File: src/design/ire_pkg.sv
`timescale 1ns / 1ps
`default_nettype none

package ire_pkg;

  // field widths
  localparam int VALUE_W  = 12;
  localparam int SYMBOL_W = 8;

  // largest number with a Roman numeral
  localparam logic [VALUE_W-1:0] VALUE_MAX = 12'd3999;

  // ascii codes of the symbols
  localparam logic [SYMBOL_W-1:0] SYM_M    = 8'h4D;
  localparam logic [SYMBOL_W-1:0] SYM_D    = 8'h44;
  localparam logic [SYMBOL_W-1:0] SYM_C    = 8'h43;
  localparam logic [SYMBOL_W-1:0] SYM_L    = 8'h4C;
  localparam logic [SYMBOL_W-1:0] SYM_X    = 8'h58;
  localparam logic [SYMBOL_W-1:0] SYM_V    = 8'h56;
  localparam logic [SYMBOL_W-1:0] SYM_I    = 8'h49;
  localparam logic [SYMBOL_W-1:0] SYM_NONE = 8'h00;

  // program size and step counter width
  localparam int PROG_LEN = 20;
  localparam int PC_W     = $clog2(PROG_LEN);

  // start of each digit section and the stop step
  localparam logic [PC_W-1:0] STEP_TENS  = 5'd7;
  localparam logic [PC_W-1:0] STEP_UNITS = 5'd13;
  localparam logic [PC_W-1:0] STEP_STOP  = 5'd19;

  // micro operations
  typedef enum logic [2:0] {
    OP_LOOP,  // while value >= k: emit, subtract, hold step
    OP_ONCE,  // if value >= k: emit, subtract; next step
    OP_HEAD,  // if value >= k: emit first of a pair; else skip the tail
    OP_TAIL,  // emit second of a pair, subtract, jump
    OP_STOP
  } op_t;

  // one control word
  typedef struct packed {
    op_t                 op;
    logic [VALUE_W-1:0]  k;
    logic [SYMBOL_W-1:0] sym;
    logic [PC_W-1:0]     target;
  } ucode_t;

  // sequencer to datapath
  typedef struct packed {
    logic               load;
    logic               sub;
    logic [VALUE_W-1:0] k;
  } dp_ctrl_t;

  // datapath to sequencer
  typedef struct packed {
    logic ge;
    logic rem_zero;
  } dp_status_t;

endpackage

`default_nettype wire

File: src/design/integer_to_roman_encoder.sv
`timescale 1ns / 1ps
`default_nettype none

// Integer to Roman numeral encoder.
// Input channel: value (12 bits) with in_valid / in_stall; a transaction is
// taken when in_valid is high and in_stall is low. Output channel: symbol,
// last, error with out_valid / out_stall; one ASCII character per transaction,
// most significant first, last set on the final character.
// A value of 0 or above 3999 gives a single transaction with symbol 0,
// last 1 and error 1.
// One number is worked at a time: in_stall is high from acceptance until the
// final character has been loaded into the output register, so the next
// number can be taken while that character still waits to be taken.
// A microcoded sequencer steps through a 20-word program, one step a cycle
// unless a character waits under out_stall; each step emits at most one
// character or skips ahead. While a character waits under out_stall the
// sequencer holds its step and remainder. Synchronous reset clears the busy
// flag and the output valid; no transaction is in flight afterwards.

module integer_to_roman_encoder
  import ire_pkg::*;
(
  input  wire logic                clk,
  input  wire logic                rst,
  input  wire logic                in_valid,
  output logic                     in_stall,
  input  wire logic [VALUE_W-1:0]  value,
  output logic                     out_valid,
  input  wire logic                out_stall,
  output logic [SYMBOL_W-1:0]      symbol,
  output logic                     last,
  output logic                     error
);

  logic            busy;
  logic            err_pend;
  logic [PC_W-1:0] pc;
  ucode_t          word;
  dp_ctrl_t        ctrl;
  dp_status_t      status;

  logic            in_take;
  logic            bad_value;
  logic            step_en;
  logic            emit;
  logic            emit_last;
  logic            done;
  logic [PC_W-1:0] pc_next;

  assign in_stall  = busy;
  assign in_take   = in_valid & ~busy;
  assign bad_value = (value == '0) || (value > VALUE_MAX);
  assign step_en   = busy & (~out_valid | ~out_stall);

  ire_ucode_rom u_rom (
    .pc   (pc),
    .word (word)
  );

  ire_datapath u_dp (
    .clk        (clk),
    .load_value (value),
    .ctrl       (ctrl),
    .status     (status)
  );

  // decode the current control word
  always_comb begin
    emit      = 1'b0;
    emit_last = 1'b0;
    done      = 1'b0;
    pc_next   = pc;
    ctrl.load = in_take;
    ctrl.sub  = 1'b0;
    ctrl.k    = word.k;
    if (step_en) begin
      if (err_pend) begin
        emit      = 1'b1;
        emit_last = 1'b1;
        done      = 1'b1;
      end else begin
        unique case (word.op)
          OP_LOOP: begin
            if (status.ge) begin
              emit      = 1'b1;
              emit_last = status.rem_zero;
              done      = status.rem_zero;
              ctrl.sub  = 1'b1;
            end else begin
              pc_next = pc + PC_W'(1);
            end
          end
          OP_ONCE: begin
            if (status.ge) begin
              emit      = 1'b1;
              emit_last = status.rem_zero;
              done      = status.rem_zero;
              ctrl.sub  = 1'b1;
            end
            pc_next = pc + PC_W'(1);
          end
          OP_HEAD: begin
            if (status.ge) begin
              emit    = 1'b1;
              pc_next = pc + PC_W'(1);
            end else begin
              pc_next = pc + PC_W'(2);
            end
          end
          OP_TAIL: begin
            emit      = 1'b1;
            emit_last = status.rem_zero;
            done      = status.rem_zero;
            ctrl.sub  = 1'b1;
            pc_next   = word.target;
          end
          default: begin
            done = 1'b1;
          end
        endcase
      end
    end
  end

  // sequencer state and output register
  always_ff @(posedge clk) begin
    if (rst) begin
      busy      <= 1'b0;
      err_pend  <= 1'b0;
      pc        <= '0;
      out_valid <= 1'b0;
    end else begin
      if (in_take) begin
        busy     <= 1'b1;
        err_pend <= bad_value;
        pc       <= '0;
      end else if (step_en) begin
        pc <= pc_next;
        if (done) begin
          busy <= 1'b0;
        end
      end
      if (emit) begin
        out_valid <= 1'b1;
      end else if (!out_stall) begin
        out_valid <= 1'b0;
      end
    end
  end

  // output payload
  always_ff @(posedge clk) begin
    if (emit) begin
      symbol <= err_pend ? SYM_NONE : word.sym;
      last   <= emit_last;
      error  <= err_pend;
    end
  end

`ifndef SYNTHESIS
  // an error transaction is a lone, empty, final character
  a_error_form: assert property (@(posedge clk) disable iff (rst)
    out_valid && error |-> last && (symbol == SYM_NONE))
    else $error("error transaction without last or with a symbol");

  // a bad number is flagged on acceptance
  a_bad_flagged: assert property (@(posedge clk) disable iff (rst)
    in_take && bad_value |=> busy && err_pend)
    else $error("out of range value not flagged");

  // step counter stays inside the program
  a_pc_range: assert property (@(posedge clk) disable iff (rst)
    busy |-> pc <= STEP_STOP)
    else $error("step counter outside program");

  // the final character ends the number
  a_last_ends: assert property (@(posedge clk) disable iff (rst)
    emit && emit_last |=> !busy && out_valid && last)
    else $error("final character did not end the number");

  // a new number is never taken while the remainder is in use
  a_no_overlap: assert property (@(posedge clk) disable iff (rst)
    busy |-> !in_take)
    else $error("number taken while busy");
`endif

endmodule

`default_nettype wire

File: src/design/ire_ucode_rom.sv
`timescale 1ns / 1ps
`default_nettype none

module ire_ucode_rom
  import ire_pkg::*;
(
  input  wire logic [PC_W-1:0] pc,
  output ucode_t               word
);

  // greedy program: thousands, hundreds, tens, units
  always_comb begin
    unique case (pc)
      5'd0:    word = '{OP_LOOP, 12'd1000, SYM_M, 5'd0};
      5'd1:    word = '{OP_HEAD, 12'd900,  SYM_C, 5'd0};
      5'd2:    word = '{OP_TAIL, 12'd900,  SYM_M, STEP_TENS};
      5'd3:    word = '{OP_ONCE, 12'd500,  SYM_D, 5'd0};
      5'd4:    word = '{OP_HEAD, 12'd400,  SYM_C, 5'd0};
      5'd5:    word = '{OP_TAIL, 12'd400,  SYM_D, STEP_TENS};
      5'd6:    word = '{OP_LOOP, 12'd100,  SYM_C, 5'd0};
      5'd7:    word = '{OP_HEAD, 12'd90,   SYM_X, 5'd0};
      5'd8:    word = '{OP_TAIL, 12'd90,   SYM_C, STEP_UNITS};
      5'd9:    word = '{OP_ONCE, 12'd50,   SYM_L, 5'd0};
      5'd10:   word = '{OP_HEAD, 12'd40,   SYM_X, 5'd0};
      5'd11:   word = '{OP_TAIL, 12'd40,   SYM_L, STEP_UNITS};
      5'd12:   word = '{OP_LOOP, 12'd10,   SYM_X, 5'd0};
      5'd13:   word = '{OP_HEAD, 12'd9,    SYM_I, 5'd0};
      5'd14:   word = '{OP_TAIL, 12'd9,    SYM_X, STEP_STOP};
      5'd15:   word = '{OP_ONCE, 12'd5,    SYM_V, 5'd0};
      5'd16:   word = '{OP_HEAD, 12'd4,    SYM_I, 5'd0};
      5'd17:   word = '{OP_TAIL, 12'd4,    SYM_V, STEP_STOP};
      5'd18:   word = '{OP_LOOP, 12'd1,    SYM_I, 5'd0};
      default: word = '{OP_STOP, 12'd0,    SYM_NONE, STEP_STOP};
    endcase
  end

endmodule

`default_nettype wire

File: src/design/ire_datapath.sv
`timescale 1ns / 1ps
`default_nettype none

module ire_datapath
  import ire_pkg::*;
(
  input  wire logic               clk,
  input  wire logic [VALUE_W-1:0] load_value,
  input  wire dp_ctrl_t           ctrl,
  output dp_status_t              status
);

  logic [VALUE_W-1:0] rem;
  logic [VALUE_W:0]   diff;

  // compare and subtract share one adder
  assign diff            = {1'b0, rem} - {1'b0, ctrl.k};
  assign status.ge       = ~diff[VALUE_W];
  assign status.rem_zero = (diff[VALUE_W-1:0] == '0);

  // remainder register
  always_ff @(posedge clk) begin
    if (ctrl.load) begin
      rem <= load_value;
    end else if (ctrl.sub) begin
      rem <= diff[VALUE_W-1:0];
    end
  end

endmodule

`default_nettype wire

File: config.mk
export PLATFORM = sky130hd
export DESIGN_NAME = integer_to_roman_encoder
export DESIGN_NICKNAME = d
export VERILOG_FILES = /design/src/design/ire_pkg.sv /design/src/design/integer_to_roman_encoder.sv /design/src/design/ire_ucode_rom.sv /design/src/design/ire_datapath.sv
export SDC_FILE = /design/constraint.sdc
export NUM_CORES = 1
export LEC_CHECK = 0
export BUFFER_PORTS_ARGS = -buffer_cell sky130_fd_sc_hd__buf_2
export CORE_MARGIN = 2
export CORE_UTILIZATION = 63
export DETAILED_ROUTE_END_ITERATION = 16
export GPL_TIMING_DRIVEN = 0
export PLACE_DENSITY_LB_ADDON = 0.15
export SKIP_CTS_REPAIR_TIMING = 1
export SLEW_MARGIN = 20
export SYNTH_ARGS = -nofsm -noshare
export SYNTH_HDL_FRONTEND = slang
export SYNTH_HIERARCHICAL = 1
export SYNTH_SLANG_ARGS = --single-unit
File: constraint.sdc
create_clock -name clk -period 11.95 [get_ports clk]
set_clock_uncertainty 0.1 [all_clocks]
set_input_delay 0.5975 -clock clk [delete_from_list [all_inputs] [get_ports clk]]
set_output_delay 0.5975 -clock clk [all_outputs]
set_load 0.02 [all_outputs]
# Word-level counts from Yosys, hierarchy flattened
# Memories as Yosys holds them, arrays and structs flattened. A register that Yosys moved wholly into a read port is not among the register bits.
# Cells that the tools add are included.
dict set report op_classes {
  n_addsub 3
  mul 0
  div_mod_pow 0
  magnitude_cmp 1
  eq_ne 5
  shifts 0
  mux 25
  n_bitwise 7
  reduce_logical 13
}
# op count
set ops {}
lappend ops {{$logic_not A12 Y1} 2}
lappend ops {{$mux W12} 2}
lappend ops {{$mux W5} 4}
lappend ops {{$pmux W5 S4} 1}
lappend ops {{$mux W1} 14}
lappend ops {{$sub A12 B12 Y13} 1}
lappend ops {{$gt A12 B12 Y1 const B} 1}
lappend ops {{$eq A3 B2 Y1 const B} 2}
lappend ops {{$pmux W1 S2} 3}
lappend ops {{$reduce_bool A2 Y1} 3}
lappend ops {{$add A5 B1 Y5 const B} 1}
lappend ops {{$add A5 B2 Y5 const B} 1}
lappend ops {{$ne A2 B1 Y1 const B} 2}
lappend ops {{$not A1 Y1} 4}
lappend ops {{$reduce_and A4 Y1} 1}
lappend ops {{$reduce_bool A4 Y1} 1}
lappend ops {{$reduce_or A2 Y1} 2}
lappend ops {{$eq A3 B1 Y1 const B} 1}
lappend ops {{$logic_not A3 Y1} 1}
lappend ops {{$pmux W1 S3} 1}
lappend ops {{$reduce_or A3 Y1} 1}
lappend ops {{$and A1 B1 Y1} 2}
lappend ops {{$reduce_and A2 Y1} 1}
lappend ops {{$logic_or A1 B1 Y1} 1}
lappend ops {{$or A1 B1 Y1} 1}
dict set report word_totals {
  ff_bits 30
  latchBits 0
  ram_bits 0
  rom_bits 768
  n_memories 1
}
# memory depth width rd rd_clocked_by_memory_dff write_ports line
set mem_list {}
lappend mem_list {{(no name shown)} 32 24 1 1 0 ire_ucode_rom.sv:13} ;# unique case (pc)

# Depth between registers and ports, before layout
# Gate-level depths: netlist of the first run.
dict set report depth {
  ltp_word 9
  mapped_depth 20
  depth_no_buf 18
}

# Cells and area by module
# Netlist of the first run, hierarchy kept.
# module instances cells_each area_per_inst_um2 seq_area_each_um2
set modules_own_cells {}
lappend modules_own_cells {integer_to_roman_encoder 1 111 1052.3 460.4}
lappend modules_own_cells {ire_datapath 1 118 1052.3 360.3}
lappend modules_own_cells {ire_ucode_rom 1 117 762.0 0.0}

# Least setup slack after synthesis of the first run
# Ideal clock, no wire load.
dict set report synth_timing {
  path_kind {register -> register}
  startpoint {register, netlist name pc[1]}
  endpoint {register u_dp.rem[0], enable pin}
  arrival_ns 3.499
  t_required_ns 11.569
  setup_slack_ns 8.070
  stages_incl_launch_ff 20
  n_path_buf 2
  period_less_slack_ns 3.880
  path_cell_list {dfxtp_1 > clkbuf_2 > inv_1 > ha_1 > nor2_1 > o21ai_0 > a21oi_1 > inv_1 > ha_1 > a21oi_2 > nand2_1 > o22ai_2 > nor2_2 > o311a_1 > o21ai_0 > nand2b_1 > buf_2 > mux2i_1 > nor2_1 > or2_2}
}
# element line
set synth_rtl {}
lappend synth_rtl {{end signal, assigned} ire_datapath.sv:24} ;# rem <= load_value;
lappend synth_rtl {{end signal, assigned} ire_datapath.sv:26} ;# rem <= diff[VALUE_W-1:0];
lappend synth_rtl {{end, declared} ire_datapath.sv:13} ;# logic [VALUE_W-1:0] rem;

==> metrics.md, run 1 <==
| Metric | Value |
|---|---|
| CTS Buffer Depth | `2` |
| Area grow syn2layout | `10.17%` |
| Number of top-level pins | `28` |
| Relative slew slack | `between 50% and 60%` |
| Register area share after synthesis | `28.63%` |
| DR vias/cell | `just over 6` |
| Worst VDD drop | `just under 90 uV` |
| TritonCTS clock tree | `yes` |
| Worst min path class | `reg -> reg` |
| Post-synth EDFFs | `22` |
| Root Driver | `clkbuf_8` |
| H-tree depth | `2` |
| Post-Synthesis Cells | `346` |
| Setup tns final | `0 ns` |
| Cell variety after synth | `between 60 and 70` |
| TritonRoute pass-1 iters | `5` |
| Setup WS pre-CTS | `between 7 and 8 ns` |
| Routability cong. | `about 0.94` |
| First-pass GRT wire length | `11,520 um` |
| Mean Syn Cell Area | `around 8.3 sq um` |
| Slew at the pin closest to its max-slew limit | `a little under 0.7 ns` |
| CTS clock-pin slew for the worst setup and hold paths | `0.07 ns` |
| Synth Register Bits | `30` |
| Synth Flop Type | `edfxtp_1` |
| Most frequent cells in the layout | `33 x buf_2, 33 x nand2_1, 28 x o21ai_0, 25 x a21oi_1` |
| Top delay family on crit path | `compound AO/OA/AOI/OAI gates` |
| Cell Chain, Critical Path | `inv_1, ha_1, nor2_1, o21ai_0, a21oi_1, inv_1, ha_1, a21oi_2, nand2_1, o22ai_2, nor2_2, o311a_1, o21ai_0, nand2b_1, buf_2, mux2i_1, nor2_1, or2_2` |
| Pins Over Slew Limit | `0` |
| Number of port buffers | `27` |
| CTS buffer count | `5` |
| PwrDens | `between 100 and 150 nW/um^2` |
| CP required | `between 10 and 15 ns` |
| Ys Warns | `6` |
| Post-route setup slack | `about 7.4 ns` |
| Vias in the first global route | `approximately 2,500` |
| Core area | `approximately 4400 sq um` |
| Final nets | `~420` |
| Final min period | `between 4 and 5 ns` |
| Std cell rows | `24` |
| Status | `complete, no violations` |
| Hpwl dp | `about 5000 um` |
| Starting Density | `65.83%` |
| Worst-path fanout max | `17` |
| Via count | `2,678` |
| Share of layout cells above drive strength 1 | `between 10% and 20%` |
| Grt total ovfl | `0` |
| Initial antenna violation count | `0` |
| ANT cells | `0` |
| Total clock sinks | `30` |
| DRT antenna net count | `0` |
| Slowest CP cell | `dfxtp_1` |
| Asr flop ratio synth | `0%` |
| Worst Path Arrival | `4.44 ns` |
| All-Layer GR Usage | `28.17%` |
| Type of origin of the critical path | `flop` |
| Crit path largest cell delay | `between 0.7 and 0.8 ns` |
| Critical setup path kind | `reg -> reg` |
| Initial DRC Count | `between 300 and 400` |
| DIE AREA | `a little over 5000 sq um` |
| Fmax | `between 200 and 250 MHz` |
| Die H | `about 71 um` |
| Buf/Inv on CP | `3` |
| Final setup vio count | `0` |
| Die W | `roughly 71 um` |
| DR WL/cell | `15.56 um` |
| Syn Std Cell Area | `2866 sq um` |
| Max_cap viols | `0` |
| # DRC | `0` |
| Largest net degree at the start of global routing | `18` |
| RSZ-0062 raised after global routing | `no` |
| Final Cycle Share | `38.03%` |
| Clk Latency, worst-skew pair | `between 0.2 and 0.3 ns` |
| Crit path capture type | `flop` |
| Leakage | `about 1.3 nW` |
| Fin. Hold Viols | `0` |
| Detailed Route WL | `6786 um` |
==> cell usage after synthesis (4+ instances only) <==
cell      instances  area share (%)
nand2_1          33             4.3
nor2_1           23             3.0
inv_1            23             3.0
nand2b_1         13             2.8
xnor2_1           6             1.8
xor2_1            5             1.5
o31ai_1           6             1.6
o21a_1            4             1.0
o22ai_1           4            0.87
buf_2             6             1.0
edfxtp_1         22              23
dfxtp_1           8             5.6
o21ai_0          28             4.9
ha_1             22             9.6
nor4_1            6             1.3
nor3_1            4            0.70
nor2b_1          16             3.5
a211oi_1          5             1.3
nand3_1           6             1.0
a21oi_1          25             4.4
buf_4             9             2.4
nand4_1           4            0.87
==> registers in the layout, summed over array words and instances, names as in the netlist <==
register,flops
err_pend,1
error,1
in_stall,1
last,1
out_valid,1
pc,5
symbol,8
u_dp/rem,12
==> where the power goes <==
group          leakage, nW  internal (mW)  switching, mW  total (mW)
logic                 1.03         0.0929          0.134       0.227
clock network       0.0395         0.0414         0.0392      0.0806
registers            0.274          0.136        0.00921       0.146
total                 1.34          0.271          0.183       0.454
==> logic make-up after synthesis <==
group / after synthesis / share of synthesized area, %
and+or+nand+nor: 126 / 23.35
xor gates and xnor gates: 11 / 3.361
buffers and inverters: 46 / 8.293
adders and majority gates: 23 / 10.30
DFF: 30 / 28.63
muxes: 4 / 1.484
AOI/OAI and AO/OA: 105 / 24.44
other: 1 / 0.1308
==> worst reg2reg max path, delay by kind of cell (launching register included) <==
kind	cells	cell delay, ns
buf+inv	3	0.45
fa+ha+maj	2	0.78
mux	1	0.22
compound gates	6	1.13
simple gates	6	0.88
flops	1	0.71
==> per-stage QoR <==
stage	cell area, sq um	total power [mW]	util, %	hold WS [ns]	std cells
finish	3158	0.4535	72.53	0.3859	436
global route	3158	0.4853	72.53	0.4133	436
CTS	3158	0.4495	72.53	0.3853	436
detailed placement	3078	0.3690	70.69	0.3725	428
global placement	3078	0.3632	70.69	0.3656	428
floorplan	2878	0.3211	-	0.3456	349
==> per-layer routing <==
metal,part of all wire (%),vias to the layer above,GRT usage [%]
met4,1.5,0,9.015
met1,45,1215,38.93
met2,46,131,45.37
met5,0,-,0
met3,7.7,13,4.501
li1,-,1319,-
==> area by class of cell <==
type | count | area [sq um]
plain buffers | 22 | 147.6
clock buffers | 8 | 80.08
fillers | 352 | 1196
inverters | 24 | 90.09
multi-input cells | 273 | 1819
flip-flops and latches | 30 | 820.8
well taps | 52 | 65.06
repair buffers | 27 | 135.1
==> final timing paths <==
kind,start,end,slack (ns),cells past startpoint
max,pc[0]$_SDFFE_PP0P_,u_dp/rem[8]$_DFFE_PP_,7.41,18
min,out_valid$_SDFFE_PP0P_,out_valid$_SDFFE_PP0P_,0.39,2
max reg2reg,pc[0]$_SDFFE_PP0P_,u_dp/rem[8]$_DFFE_PP_,7.41,18
min reg2reg,out_valid$_SDFFE_PP0P_,out_valid$_SDFFE_PP0P_,0.39,2
(Power assumes the default switching activity.)
==> inputs of run 2 (changes only) <==
Settings changed: CORE_UTILIZATION 63 to 59.
Clock period 11.95 ns to 4.6 ns, I/O delays scaled along.
==> metrics.md, run 2 (synthesized netlist as in run 1, its figures left out) <==
| Metric | Value |
|---|---|
| Status | `complete, no violations` |
| Path depth of the worst reg2reg path | `19` |
| # DRC | `0` |
| Cell Chain, Critical Path | `clkbuf_4, inv_1, ha_1, nor2_1, o21ai_0, a21oi_1, inv_1, ha_1, a21oi_2, nand2_1, o22ai_2, nor2_2, o311a_1, o21ai_0, nand2b_1, buf_2, mux2i_1, nor2_1, or2_4` |
| Std cell rows | `25` |
| Die W | `between 70 and 80 um` |
| Initial antenna violation count | `0` |
| Flop pwr share | `between 30% and 40%` |
| R2R Setup Slk | `around 0.35 ns` |
| PwrDens | `370.7 nW/um^2` |
| Max_cap viols | `0` |
| Beginning of the critical path | `pc[1]$_SDFFE_PP0P_` |
| Worst Path Arrival | `roughly 4.2 ns` |
| DRT antenna net count | `0` |
| ANT cells | `0` |
| Vias in the first global route | `approximately 2,300` |
| Post-route setup slack | `around 0.35 ns` |
| Leakage | `1.342 nW` |
| Reg2reg start | `pc[1]$_SDFFE_PP0P_` |
| Starting Density | `approximately three fifths` |
| Worst VDD drop | `between 200 and 250 uV` |
| Final min period | `roughly 4.2 ns` |
| Setup WS pre-CTS | `~0.11 ns` |
| Fmax | `between 200 and 250 MHz` |
| H-tree depth | `2` |
| CTS Buffer Depth | `2` |
| CP required | `around 4.5 ns` |
| Total clock sinks | `30` |
| DR vias/cell | `approximately 6.1` |
| Crit path capture | `u_dp/rem[3]$_DFFE_PP_` |
| DR WL/cell | `between 15 and 20 um` |
| Crit path capture type | `flop` |
| Most frequent cells in the layout | `33 x buf_2, 33 x nand2_1, 27 x o21ai_0, 25 x a21oi_1, 23 x nor2_1` |
| CTS buffer count | `5` |
| RSZ-0062 raised after global routing | `no` |
| Crit path largest cell delay | `0.46 ns` |
| Core area | `between 4000 and 5000 sq um` |
| Slowest CP cell | `dfxtp_2` |
| Relative slew slack | `between 50% and 60%` |
| Worst min path class | `in -> reg` |
| Final setup vio count | `0` |
| Setup tns final | `0 ns` |
| Final core occ | `approximately two thirds` |
| Largest net degree at the start of global routing | `18` |
| First-pass GRT wire length | `~11,000 um` |
| Final Cycle Share | `between 90% and 100%` |
| CTS clock-pin slew for the worst setup and hold paths | `approximately 0.060 ns` |
| Number of port buffers | `27` |
| Internal Power | `roughly 700 uW` |
| Reg-to-Reg End | `u_dp/rem[3]$_DFFE_PP_` |
| TritonRoute pass-1 iters | `6` |
| Cell area after layout | `3168 sq um` |
| All-Layer GR Usage | `25.25%` |
| Critical setup path kind | `reg -> reg` |
| Share of layout cells above drive strength 1 | `19.27%` |
| Grt total ovfl | `0` |
| Largest register FFs | `12` |
| Root Driver | `clkbuf_8` |
| DIE AREA | `about 5400 sq um` |
| Hpwl dp | `4941 um` |
| Pins Over Slew Limit | `0` |
| Clk Latency, worst-skew pair | `~0.28 ns` |
| Final nets | `about 420` |
| Worst-path fanout max | `12` |
| Via count | `2,679` |
| Detailed Route WL | `6601 um` |
| Top flop regs | `u_dp/rem x12, symbol x8, pc x5` |
| Area grow syn2layout | `10.52%` |
| Top reg by flops | `u_dp/rem` |
| Number of top-level pins | `28` |
| Slew at the pin closest to its max-slew limit | `roughly 0.68 ns` |
| Fin. Hold Viols | `0` |
| Clock Power Share | `17.4%` |
| Part of the power in combinational logic | `about half` |
| Type of origin of the critical path | `flop` |
| Switching share of power | `approximately two fifths` |
| Routability cong. | `0.9569` |
| Initial DRC Count | `just under 200` |
| P_sw | `around 470 uW` |
| Placed Area | `just over 3000 sq um` |
| TritonCTS clock tree | `yes` |
| Die H | `between 70 and 80 um` |
-- run 2: cell counts in the layout (fill, tap and decap cells not counted) --
No cell type changed its count.
-- run 2: how the worst min path moves through the flow --
stage | startpoint | cells after the start | end
after global placement | rst | 2 | out_valid$_SDFFE_PP0P_
after detailed placement | rst | 2 | out_valid$_SDFFE_PP0P_
after global routing | rst | 2 | out_valid$_SDFFE_PP0P_
after floorplan | rst | 1 | out_valid$_SDFFE_PP0P_
final | rst | 2 | out_valid$_SDFFE_PP0P_
after CTS | rst | 2 | out_valid$_SDFFE_PP0P_
-- run 2: power groups by stage --
stage	Clock (mW)	Combinational [mW]	Sequential, mW
finish	0.204	0.593	0.377
global route	0.217	0.653	0.381
CTS	0.206	0.583	0.377
detailed placement	0	0.576	0.383
global placement	0	0.568	0.381
floorplan	0	0.448	0.387
-- run 2: cell type report --
class	instances	area (sq um)
buffer	22	150.1
clock buffer	8	80.08
fill	402	1524
inverter	24	90.09
multi-input combinational	273	1822
sequential	30	823.3
tap	54	67.56
timing repair buffer	27	135.1
-- run 2: layer usage --
| layer | GRT usage, % | up-vias | share of wire [%] |
|---|---|---|---|
| met4 | 6.465 | 0 | 0.70 |
| met5 | 0 | - | 0 |
| met1 | 36.29 | 1255 | 48 |
| li1 | - | 1316 | - |
| met2 | 39.19 | 103 | 46 |
| met3 | 4.390 | 5 | 5.5 |
-- run 2: per-stage QoR --
step / hold slack, ns / total power [mW] / instances
floorplan: 0.1991 / 0.8343 / 349
finish: 0.05186 / 1.174 / 438
CTS: 0.05207 / 1.166 / 438
global placement: 0.3420 / 0.9492 / 430
detailed placement: 0.3465 / 0.9590 / 430
global route: 0.05848 / 1.251 / 438
-- run 2: worst max-delay path, delay by kind of cell, from the launching register on --
family,cells,cell delay [ns]
adders and majority gates,2,0.74
muxes,1,0.22
AOI/OAI and AO/OA,6,1.13
buffers and inverters,4,0.58
DFF,1,0.46
and+or+nand+nor,6,0.77
